File: config.mk
export PLATFORM = sky130hd
export DESIGN_NAME = gpio_port_with_edge_interrupts_core
export DESIGN_NICKNAME = d
export VERILOG_FILES = /design/src/rtl/gpioei_pkg.sv /design/src/rtl/gpioei_scan.sv /design/src/rtl/gpio_port_with_edge_interrupts_core.sv
export SDC_FILE = /design/constraint.sdc
export NUM_CORES = 1
export LEC_CHECK = 0
export BUFFER_PORTS_ARGS = -buffer_cell sky130_fd_sc_hd__buf_2
export CORE_MARGIN = 1
export CORE_UTILIZATION = 59
export CTS_CLUSTER_SIZE = 12
export DETAILED_ROUTE_END_ITERATION = 8
export PLACE_DENSITY = 0.81
export SKIP_LAST_GASP = 1
export SLEW_MARGIN = 20
export SYNTH_ARGS = -nofsm -noshare
export SYNTH_HDL_FRONTEND = slang
export SYNTH_HIERARCHICAL = 1
export SYNTH_SLANG_ARGS = --single-unit
export TNS_END_PERCENT = 5
File: constraint.sdc
create_clock -name clk -period 5 [get_ports clk]
set_input_delay 0.75 -clock clk [delete_from_list [all_inputs] [get_ports clk]]
set_output_delay 0.75 -clock clk [all_outputs]
set_load 0.005 [all_outputs]
File: src/rtl/gpioei_pkg.sv
// Shared types, codes and constants for the GPIO port with edge interrupts.
package gpioei_pkg;

  localparam int NUM_PINS_DEFAULT = 16;
  localparam int PORT_W           = 16;

  // request type codes
  localparam logic [1:0] REQ_READ  = 2'd0;
  localparam logic [1:0] REQ_WRITE = 2'd1;
  localparam logic [1:0] REQ_PIN   = 2'd2;

  // port register codes
  localparam logic [2:0] REG_CTL0  = 3'd0;
  localparam logic [2:0] REG_CTL1  = 3'd1;
  localparam logic [2:0] REG_ISTAT = 3'd2;
  localparam logic [2:0] REG_OCTL  = 3'd3;
  localparam logic [2:0] REG_BOP   = 3'd4;
  localparam logic [2:0] REG_BC    = 3'd5;
  localparam logic [2:0] REG_LOCK  = 3'd6;

  // pin event level codes
  localparam logic [1:0] PIN_LOW      = 2'd0;
  localparam logic [1:0] PIN_HIGH     = 2'd1;
  localparam logic [1:0] PIN_RELEASED = 2'd2;
  localparam logic [1:0] PIN_INVALID  = 2'd3;

  // configuration register indexes
  localparam logic [2:0] CFG_PORT_NUM = 3'd0;
  localparam logic [2:0] CFG_INT_EN   = 3'd1;
  localparam logic [2:0] CFG_RISE_EN  = 3'd2;
  localparam logic [2:0] CFG_FALL_EN  = 3'd3;
  localparam logic [2:0] CFG_SRC_SEL  = 3'd4;

  typedef struct packed {
    logic [1:0]  req_type;
    logic [2:0]  reg_index;
    logic [31:0] write_data;
    logic [3:0]  pin_index;
    logic [1:0]  pin_value;
    logic [15:0] pending_now;
  } req_t;

  typedef struct packed {
    logic [31:0] read_data;
    logic [15:0] pin_levels;
    logic [15:0] pin_push_mask;
    logic [15:0] pending_set;
    logic [6:0]  irq_pulse;
  } resp_t;

  typedef struct packed {
    logic [2:0]  port_number;
    logic [15:0] int_enable_mask;
    logic [15:0] rising_enable_mask;
    logic [15:0] falling_enable_mask;
    logic [63:0] source_select;
  } cfg_t;

  typedef struct packed {
    logic [15:0] status_next;
    logic [15:0] pending_set;
    logic [6:0]  irq_pulse;
  } scan_out_t;

endpackage

File: src/rtl/gpioei_scan.sv
// Per-pin edge detect and interrupt line mapping for one pin scan.
module gpioei_scan #(
  parameter int NUM_PINS = gpioei_pkg::NUM_PINS_DEFAULT
) (
  input  logic                  scan_en,
  input  logic [15:0]           pin_levels,
  input  logic [15:0]           input_status,
  input  logic [63:0]           ctl_word,
  input  gpioei_pkg::cfg_t      cfg,
  input  logic [15:0]           pending_now,
  output gpioei_pkg::scan_out_t scan_out
);

  localparam logic [15:0] PinMask = 16'((32'd1 << NUM_PINS) - 32'd1);

  logic [15:0] fire;
  logic [15:0] eligible;

  for (genvar i = 0; i < 16; i++) begin : g_pin
    logic input_mode;
    logic sel_hit;
    logic rise;
    logic fall;
    assign input_mode = (ctl_word[4*i +: 2] == 2'b00);
    assign sel_hit    = (cfg.source_select[4*i +: 4] == {1'b0, cfg.port_number});
    assign rise       = !input_status[i] && pin_levels[i];
    assign fall       = input_status[i] && !pin_levels[i];
    assign eligible[i] = input_mode && sel_hit && PinMask[i] &&
                         cfg.int_enable_mask[i] && !pending_now[i];
    assign fire[i]    = eligible[i] &&
                        ((rise && cfg.rising_enable_mask[i]) ||
                         (fall && cfg.falling_enable_mask[i]));
  end

  always_comb begin
    scan_out = '0;
    scan_out.status_next = input_status;
    if (scan_en) begin
      // status tracks the level of every live pin
      scan_out.status_next = (input_status & ~PinMask) | (pin_levels & PinMask);
      scan_out.pending_set = fire;
      scan_out.irq_pulse   = {|fire[15:10], |fire[9:5], fire[4:0]};
    end
  end

endmodule

File: src/rtl/gpio_port_with_edge_interrupts_core.sv
// Top level of the 16-pin GPIO port with external edge interrupts.
// The result of a request is registered at the same edge that accepts the request.
// Throughput: one request per cycle unless out_ready stalls; the result reg frees as taken.
// Port state is updated at the accept edge, so the next request sees it at once.
// Reset (rst, synchronous): port and config registers cleared, pins low, no result held.
// No clearing pass; the port takes requests the cycle after reset drops.
module gpio_port_with_edge_interrupts_core #(
  parameter int NUM_PINS = gpioei_pkg::NUM_PINS_DEFAULT
) (
  input  logic              clk,
  input  logic              rst,
  // request channel
  input  logic              in_valid,
  output logic              in_ready,
  input  gpioei_pkg::req_t  in_req,
  // result channel
  output logic              out_valid,
  input  logic              out_ready,
  output gpioei_pkg::resp_t out_resp,
  // configuration writes
  input  logic              cfg_we,
  input  logic [2:0]        cfg_index,
  input  logic [63:0]       cfg_wdata
);

  // pins at or above NUM_PINS never leave low
  localparam logic [15:0] PinMask = 16'((32'd1 << NUM_PINS) - 32'd1);

  // configuration
  gpioei_pkg::cfg_t cfg;

  // port state
  logic [31:0] control_low;
  logic [31:0] control_high;
  logic [31:0] output_latch;
  logic [15:0] input_status;
  logic [31:0] bit_operate_copy;
  logic [31:0] bit_clear_copy;
  logic [31:0] lock_word;
  logic [15:0] pin_state;

  logic [31:0] control_low_next;
  logic [31:0] control_high_next;
  logic [31:0] output_latch_next;
  logic [31:0] bit_operate_copy_next;
  logic [31:0] bit_clear_copy_next;
  logic [31:0] lock_word_next;
  logic [15:0] pin_state_next;

  gpioei_pkg::resp_t     resp_next;
  gpioei_pkg::scan_out_t scan_out;

  logic        accept;
  logic        scan_en;
  logic [63:0] ctl_word;
  logic [15:0] pin_bit;
  logic [3:0]  pin_nibble;
  logic        pin_in_range;
  logic        pin_high;
  logic [15:0] set_bits;
  logic [15:0] clr_bits;

  // result register frees when empty or being drained
  assign in_ready = !out_valid || out_ready;
  assign accept   = in_valid && in_ready;

  // both control words viewed as 16 nibbles, one per pin
  assign ctl_word     = {control_high, control_low};
  assign pin_bit      = 16'd1 << in_req.pin_index;
  assign pin_nibble   = ctl_word[{in_req.pin_index, 2'b00} +: 4];
  assign pin_in_range = ({1'b0, in_req.pin_index} < 5'(NUM_PINS));

  // BOP: low half sets, high half clears, set wins; BC: low half clears
  always_comb begin
    set_bits = '0;
    clr_bits = '0;
    if (in_req.reg_index == gpioei_pkg::REG_BOP) begin
      set_bits = in_req.write_data[15:0];
      clr_bits = in_req.write_data[31:16];
    end else if (in_req.reg_index == gpioei_pkg::REG_BC) begin
      clr_bits = in_req.write_data[15:0];
    end
  end

  // released pin floats high only on pull-up with latch set
  always_comb begin
    if (in_req.pin_value == gpioei_pkg::PIN_RELEASED) begin
      pin_high = pin_nibble[3] && output_latch[{1'b0, in_req.pin_index}];
    end else begin
      pin_high = (in_req.pin_value == gpioei_pkg::PIN_HIGH);
    end
  end

  // request decode and next port state
  always_comb begin
    control_low_next      = control_low;
    control_high_next     = control_high;
    output_latch_next     = output_latch;
    bit_operate_copy_next = bit_operate_copy;
    bit_clear_copy_next   = bit_clear_copy;
    lock_word_next        = lock_word;
    pin_state_next        = pin_state;
    resp_next             = '0;
    scan_en               = 1'b0;

    case (in_req.req_type)
      gpioei_pkg::REQ_READ: begin
        case (in_req.reg_index)
          gpioei_pkg::REG_CTL0:  resp_next.read_data = control_low;
          gpioei_pkg::REG_CTL1:  resp_next.read_data = control_high;
          gpioei_pkg::REG_ISTAT: resp_next.read_data = {16'd0, input_status};
          gpioei_pkg::REG_OCTL:  resp_next.read_data = output_latch;
          gpioei_pkg::REG_BOP:   resp_next.read_data = bit_operate_copy;
          gpioei_pkg::REG_BC:    resp_next.read_data = bit_clear_copy;
          gpioei_pkg::REG_LOCK:  resp_next.read_data = lock_word;
          default:               resp_next.read_data = '0;
        endcase
      end
      gpioei_pkg::REQ_WRITE: begin
        case (in_req.reg_index)
          gpioei_pkg::REG_CTL0: control_low_next  = in_req.write_data;
          gpioei_pkg::REG_CTL1: control_high_next = in_req.write_data;
          gpioei_pkg::REG_OCTL: begin
            output_latch_next       = in_req.write_data;
            pin_state_next          = in_req.write_data[15:0] & PinMask;
            resp_next.pin_push_mask = PinMask;
          end
          gpioei_pkg::REG_BOP: begin
            output_latch_next = (output_latch & ~{16'd0, clr_bits}) | {16'd0, set_bits};
            pin_state_next    = ((pin_state & ~clr_bits) | set_bits) & PinMask;
            resp_next.pin_push_mask = (set_bits | clr_bits) & PinMask;
            bit_operate_copy_next   = in_req.write_data;
          end
          gpioei_pkg::REG_BC: begin
            output_latch_next       = output_latch & ~{16'd0, clr_bits};
            pin_state_next          = pin_state & ~clr_bits;
            resp_next.pin_push_mask = clr_bits & PinMask;
            bit_clear_copy_next     = in_req.write_data;
          end
          gpioei_pkg::REG_LOCK: lock_word_next = in_req.write_data;
          default: ;  // istat is read-only, index seven unused
        endcase
      end
      gpioei_pkg::REQ_PIN: begin
        if (pin_in_range && in_req.pin_value != gpioei_pkg::PIN_INVALID) begin
          pin_state_next = pin_high ? (pin_state | pin_bit) : (pin_state & ~pin_bit);
          // only a level change scans the port
          scan_en = (pin_state_next != pin_state);
        end
      end
      default: ;
    endcase

    resp_next.pin_levels  = pin_state_next;
    resp_next.pending_set = scan_out.pending_set;
    resp_next.irq_pulse   = scan_out.irq_pulse;
  end

  gpioei_scan #(
    .NUM_PINS (NUM_PINS)
  ) u_scan (
    .scan_en      (scan_en),
    .pin_levels   (pin_state_next),
    .input_status (input_status),
    .ctl_word     (ctl_word),
    .cfg          (cfg),
    .pending_now  (in_req.pending_now),
    .scan_out     (scan_out)
  );

  // configuration registers
  always_ff @(posedge clk) begin
    if (rst) begin
      cfg <= '0;
    end else if (cfg_we) begin
      case (cfg_index)
        gpioei_pkg::CFG_PORT_NUM: cfg.port_number         <= cfg_wdata[2:0];
        gpioei_pkg::CFG_INT_EN:   cfg.int_enable_mask     <= cfg_wdata[15:0];
        gpioei_pkg::CFG_RISE_EN:  cfg.rising_enable_mask  <= cfg_wdata[15:0];
        gpioei_pkg::CFG_FALL_EN:  cfg.falling_enable_mask <= cfg_wdata[15:0];
        gpioei_pkg::CFG_SRC_SEL:  cfg.source_select       <= cfg_wdata;
        default: ;
      endcase
    end
  end

  // port state, updated as each request is taken
  always_ff @(posedge clk) begin
    if (rst) begin
      control_low      <= '0;
      control_high     <= '0;
      output_latch     <= '0;
      input_status     <= '0;
      bit_operate_copy <= '0;
      bit_clear_copy   <= '0;
      lock_word        <= '0;
      pin_state        <= '0;
    end else if (accept) begin
      control_low      <= control_low_next;
      control_high     <= control_high_next;
      output_latch     <= output_latch_next;
      input_status     <= scan_out.status_next;
      bit_operate_copy <= bit_operate_copy_next;
      bit_clear_copy   <= bit_clear_copy_next;
      lock_word        <= lock_word_next;
      pin_state        <= pin_state_next;
    end
  end

  // result register
  always_ff @(posedge clk) begin
    if (rst) begin
      out_valid <= 1'b0;
    end else if (accept) begin
      out_valid <= 1'b1;
    end else if (out_ready) begin
      out_valid <= 1'b0;
    end
  end

  always_ff @(posedge clk) begin
    if (accept) begin
      out_resp <= resp_next;
    end
  end

endmodule
==> impl_metrics.py, run 1 <==
metrics = {
    "final_layout": {
        "most-common-layout-cells": "nand2_1, a21oi_1, dfxtp_1, buf_2, edfxtp_1",
        "final_common_cell": "nand2_1",
        "fillerInstances": 2674,
        "layout-drive-gt1-share_pct": 15.5,
        "num-nets-final": 2616,
        "final_area_sq_mm": 0.0222,
        "syn_to_final_growth_pct": 13.5,
    },
    "sta": {
        "slew_viol_final": 0,
        "rsz0062_at_grt": "no",
        "fmax_mhz": 278,
        "finalHoldViolations": 0,
        "slew-limit-headroom_pct": 22.8,
        "fin_tns_setup_ns": 0,
        "worst_pin_slew_ns": 1.16,
        "finalCriticalPeriod_ns": 3.59,
        "finalCritPeriodShare_pct": 71.9,
        "worst_slack_ns": 1.41,
        "hold_ws_ns": 0.409,
        "setup_viol": 0,
        "finClkSkew_ns": 0.0214,
    },
    "worst_hold_path": {
        "holdCritPathClass": "primary input to register",
    },
    "synthesis": {
        "yosys.area.top_type_share_pct": 34.7,
        "syn_avg_cell_area_sq_um": 8.28,
        "yosys.area_share.xor_xnor_pct": 2.15,
        "synth-seq-cells": 427,
        "synthArstFlopShare_pct": 0,
        "synth.area.top_cells": "dfxtp_1, edfxtp_1, nand2_1, a21oi_1, clkbuf_1",
        "synth_area_leader_cell": "dfxtp_1",
        "synth_edf_count": 87,
        "synthFlopType": "dfxtp_1",
        "synth_nets": 2500,
        "ys.warnings.count": 6,
        "synth_mux_area_share_pct": 4.76,
        "synth_top_family_by_area": "simple AND/OR/NAND/NOR gates",
        "synth.distinct_cells": 75,
        "netlist_instances": 2366,
        "synth_seq_area_share_pct": 48.1,
        "syn_area_sq_mm": 0.0196,
        "synthAdderAreaFrac_pct": 0.192,
        "synth-simple-area-share_pct": 21.2,
        "synth-compound-area-share_pct": 19.3,
    },
    "cts": {
        "cts_buffer_depth": 3,
        "cts_root_buf": "clkbuf_16",
        "cts.sinks": 427,
        "cts_resized": 0,
        "post-cts-setup-buffer-count": 0,
        "clk_pin_slew_worst_paths_ns": 0.06,
        "ctsHoldBuffers": 0,
        "clock_latency_ns": 0.58,
        "cts_buffers": 44,
        "htreeDepth": 2,
        "cts_tree": "done",
    },
    "power": {
        "power_density_mw_per_mm2": 339,
        "totalPowerFinal_w": 0.00754,
        "vdd_drop_max_uv": 270,
        "p_leak_nw": 7.79,
    },
    "placed_design": {
        "dpl_worst_slack_ns": 0.839,
        "port_buffers": 219,
        "dpl-instance-area_sq_mm": 0.0208,
        "routabilityCongestion": 1.02,
        "hpwlAfterDp_mm": 49.8,
    },
    "worst_setup_path": {
        "crit_path_cell_trace": "buf_2 -> mux4_2 -> mux4_2 -> a211oi_1 -> o41ai_1 -> nand3_1 -> inv_1 -> or4_1 -> a21oi_1",
        "path_class": "primary input to register",
        "startpoint_type": "primary input",
        "critPathMaxFanout": 33,
        "crit_path_end_kind": "register",
        "crit_arrival_ns": 3.99,
        "crit_family": "multiplexers",
        "crit_slowest_cell": "mux4_2",
        "crit_top_cell": "mux4_2",
        "max_stage_delay_ns": 0.65,
        "cp_num_buf_inv": 2,
        "cp.required_ns": 5.40,
    },
    "global_route": {
        "grt_first_pass_wirelength_mm": 105,
        "grt_pass1_vias": 17200,
        "grt_max_degree": 145,
        "antenna_found_initial": 3,
        "grt_usage_pct": 41.8,
        "overflow": 0,
    },
    "flow_run": {
        "maxCapViolCount": 0,
    },
    "detailed_routing": {
        "drt_iter0_drc": 2417,
        "via_count": 18900,
        "vias_per_cell": 6.38,
        "drtAntennaViolNets": 0,
        "drt-pass1-iter-count": 6,
        "drcViolationCount": 0,
        "avgRoutedWirePerCell_um": 24.2,
        "wl_mm": 71.5,
    },
    "die": {
        "io_pins": 220,
        "die_x_um": 184,
        "initial_core_util_pct": 60.1,
        "dieArea_sq_mm": 0.0339,
        "fp.coreArea_sq_mm": 0.0326,
        "rows": 66,
        "die_y_um": 184,
    },
    "outcome": {
        "status": "finished clean",
    },
}
-- registers in the layout, indices dropped and copies added (netlist names) --
signal,flops
bit_clear_copy,32
bit_operate_copy,32
cfg,115
control_high,32
control_low,32
input_status,16
lock_word,32
out_resp,87
out_valid,1
output_latch,32
pin_state,16
-- power breakdown --
group | leakage, nW | internal, W | total [W] | switching, W
registers | 3.62 | 0.00359 | 0.00365 | 0.0000584
logic | 3.49 | 0.000194 | 0.000641 | 0.000446
clock network | 0.681 | 0.00188 | 0.00325 | 0.00137
total | 7.79 | 0.00567 | 0.00754 | 0.00187
-- layer usage --
metal / global-route usage, % / routed length [um]
met3: 7.21 / 7640
met2: 64.6 / 32000
met4: 24.3 / 4300
met1: 55.0 / 27600
met5: 0 / 13
-- layout make-up --
| type | count | area (sq um) | area share [%] |
|---|---|---|---|
| repair buffers | 264 | 1460 | 6.55 |
| diodes | 2 | 5.00 | 0.0225 |
| flip-flops and latches | 427 | 9420 | 42.4 |
| clock buffers | 75 | 1350 | 6.08 |
| multi-input cells | 1731 | 9350 | 42.0 |
| well taps | 442 | 553 | 2.49 |
| clock inverters | 4 | 55.1 | 0.248 |
| inverters | 14 | 55.1 | 0.248 |
-- path summary, 6_finish.rpt --
| kind | start | end | slack (ns) | cells after the start |
|---|---|---|---|---|
| max reg2reg | control_high[23] | out_resp[3] | 1.65 | 9 |
| max | in_req[18] | out_resp[3] | 1.41 | 9 |
| min | cfg_wdata[36] | cfg[36] | 0.41 | 3 |
| min reg2reg | cfg[7] | cfg[7] | 0.45 | 2 |
-- synth_stat cells, types with 20 or more instances --
cell and n:
a21oi_1 372, a22oi_1 75, a31oi_1 30, clkbuf_1 163
dfxtp_1 340, edfxtp_1 87, mux2_2 40, mux2i_1 28
nand2_1 694, nand2b_1 20, nand3_1 22, nand3b_1 28
nor2_1 75, nor2b_1 26, o21ai_0 65, xor2_1 31
-- cells by family after synthesis --
group / Yosys count
AO/OA/AOI/OAI: 640
XOR/XNOR: 48
adder cells (fa/ha/maj): 3
buffers and inverters: 208
flip-flops: 427
multiplexers: 77
AND/OR/NAND/NOR: 963
-- through the flow --
| step | instances | utilization (%) |
|---|---|---|
| 2_1_floorplan | 2366 | - |
| 3_3_place_gp | 2878 | 63.9 |
| 3_5_place_dp | 2878 | 63.9 |
| 4_1_cts | 2957 | 68.2 |
| 5_1_grt | 2957 | 68.2 |
| 6_report | 2959 | 68.2 |
-- worst register-to-register path: stages (launching register included) --
cell and delay, ns:
dfxtp_1 0.40, and2_0 0.23, mux4_2 0.53, mux4_2 0.62
a211oi_1 0.28, o41ai_1 0.11, nand3_1 0.12, inv_1 0.14
or4_1 0.55, a21oi_1 0.20
(Power assumes the default switching activity.)
==> run 2, diff against run 1 <==
==> constraint.sdc (replaced) <==
create_clock -name clk -period 3.49 [get_ports clk]
set_input_delay 0.5235 -clock clk [delete_from_list [all_inputs] [get_ports clk]]
set_output_delay 0.5235 -clock clk [all_outputs]
set_load 0.005 [all_outputs]
==> impl_metrics.py, run 2 (synthesis results as in run 1) <==
metrics = {
    "outcome": {
        "status": "finished clean",
    },
    "final_layout": {
        "num-nets-final": 2683,
        "layout-drive-gt1-share_pct": 17.7,
        "most-common-layout-cells": "nand2_1, a21oi_1, dfxtp_1, buf_2, buf_4",
        "largest_register_ff_count": 115,
        "final_area_sq_mm": 0.0228,
        "reg_top3": "cfg (115), out_resp (87)",
        "final_common_cell": "nand2_1",
        "syn_to_final_growth_pct": 16.4,
        "regMostFlops": "cfg",
    },
    "cts": {
        "post-cts-setup-buffer-count": 0,
        "htreeDepth": 2,
        "cts.sinks": 427,
        "ctsHoldBuffers": 0,
        "clk_pin_slew_worst_paths_ns": 0.06,
        "cts_buffer_depth": 3,
        "cts_root_buf": "clkbuf_16",
        "cts_tree": "done",
        "cts_buffers": 44,
        "clock_latency_ns": 0.56,
    },
    "die": {
        "io_pins": 220,
        "dieArea_sq_mm": 0.0339,
        "die_y_um": 184,
        "fp.coreArea_sq_mm": 0.0326,
        "die_x_um": 184,
        "rows": 66,
        "initial_core_util_pct": 60.1,
    },
    "worst_setup_path": {
        "path_class": "register to register",
        "cp.required_ns": 3.87,
        "r2r_start": "control_high[23]",
        "crit_arrival_ns": 3.76,
        "crit_family": "compound AO/OA/AOI/OAI gates",
        "startpoint_type": "register",
        "crit_path_end_kind": "register",
        "max_stage_delay_ns": 0.55,
        "crit_top_cell": "nand2_1",
        "critPathMaxFanout": 10,
        "crit_slowest_cell": "o221ai_2",
        "crit_path_cell_trace": "nand2_1 -> mux4_2 -> o221ai_2 -> nand2_1 -> a311o_1 -> nand3_1 -> inv_1 -> or4_1 -> a21oi_1",
        "cp_num_buf_inv": 1,
        "worstSetupStartpoint": "control_high[23]",
    },
    "sta": {
        "fmax_mhz": 296,
        "setup_viol": 0,
        "finalHoldViolations": 0,
        "slew_viol_final": 0,
        "hold_ws_ns": 0.203,
        "worst_pin_slew_ns": 1.06,
        "finalCriticalPeriod_ns": 3.38,
        "slew-limit-headroom_pct": 29.0,
        "finClkSkew_ns": 0.0126,
        "finalCritPeriodShare_pct": 96.7,
        "rsz0062_at_grt": "no",
    },
    "placed_design": {
        "port_buffers": 219,
        "dpl-instance-area_sq_mm": 0.0214,
        "routabilityCongestion": 1.12,
        "hpwlAfterDp_mm": 50.5,
    },
    "detailed_routing": {
        "wl_mm": 71.1,
        "avgRoutedWirePerCell_um": 23.5,
        "drtAntennaViolNets": 0,
        "via_count": 19300,
        "drcViolationCount": 0,
        "vias_per_cell": 6.36,
        "drt-pass1-iter-count": 6,
        "drt_iter0_drc": 2642,
    },
    "global_route": {
        "grt_usage_pct": 41.6,
        "grt_pass1_vias": 17800,
        "antenna_found_initial": 7,
        "grt_max_degree": 127,
        "overflow": 0,
        "grt_first_pass_wirelength_mm": 106,
    },
    "power": {
        "p_leak_nw": 8.15,
        "power_density_mw_per_mm2": 472,
        "vdd_drop_max_uv": 498,
    },
    "flow_run": {
        "maxCapViolCount": 0,
    },
    "worst_hold_path": {
        "holdCritPathClass": "primary input to register",
        "min-delay-start": "cfg_wdata[21]",
    },
}
## run 2: cell types whose count changed in the layout (fill, tap and decap cells not counted), moves of 2 or more
cell / before / now
buf_4: 44 / 105
diode_2: 2 / 6
inv_16: 0 / 2
clkbuf_1: 21 / 23
buf_12: 1 / 7
## run 2: worst min-delay path, stage by stage
cell and delay, ns:
buf_2 0.09, nand2_1 0.04, a21oi_1 0.05
## run 2: stage by stage
step / instances / setup slack [ns] / power [W] / TNS (ns) / utilization, %
final: 3031 / 0.114 / 0.0108 / 0 / 70.0
after global routing: 3026 / 0.00553 / 0.0110 / 0 / 69.9
after detailed placement: 2945 / -0.106 / 0.00627 / -0.627 / 65.6
after global placement: 2945 / -0.0237 / 0.00626 / -0.0474 / 65.6
after CTS: 3025 / 0.196 / 0.0107 / 0 / 69.9
after floorplan: 2366 / 0.0144 / 0.00580 / 0 / -
## run 2: worst paths after layout
path             endpoint  slack [ns]  depth (start not counted)
max reg2reg  out_resp[10]        0.11                          9
min reg2reg       cfg[19]        0.45                          2
max          out_resp[10]        0.11                          9
min               cfg[21]        0.20                          3
## run 2: repair_timing
item                                    4_1_cts  5_1_grt
endpoints found under the setup margin        0        2
hold endpoints to repair                      0        0
gates resized for setup                       0        1
## run 2: routing by layer
layer | track usage, % | wire (um) | up-vias
met4 | 26.7 | 5130 | 4
met2 | 64.0 | 31200 | 1374
li1 | - | - | 8559
met1 | 53.3 | 26900 | 9048
met3 | 8.71 | 7870 | 298
met5 | 0 | 28 | -
## run 2: layout make-up
type	instances	area (sq um)
fillers	2613	9800
flip-flops and latches	427	9420
multi-input cells	1731	9350
repair buffers	331	2030
clock buffers	76	1330
well taps	442	553
inverters	14	55.1
clock inverters	4	53.8
diodes	6	15.0
## run 2: power breakdown
part           total (W)  leakage, nW  switching (W)  internal (W)
Clock            0.00457        0.672        0.00197       0.00261
Sequential       0.00522         3.62      0.0000761       0.00515
Combinational   0.000980         3.85       0.000656      0.000324
Total             0.0108         8.15        0.00270       0.00808
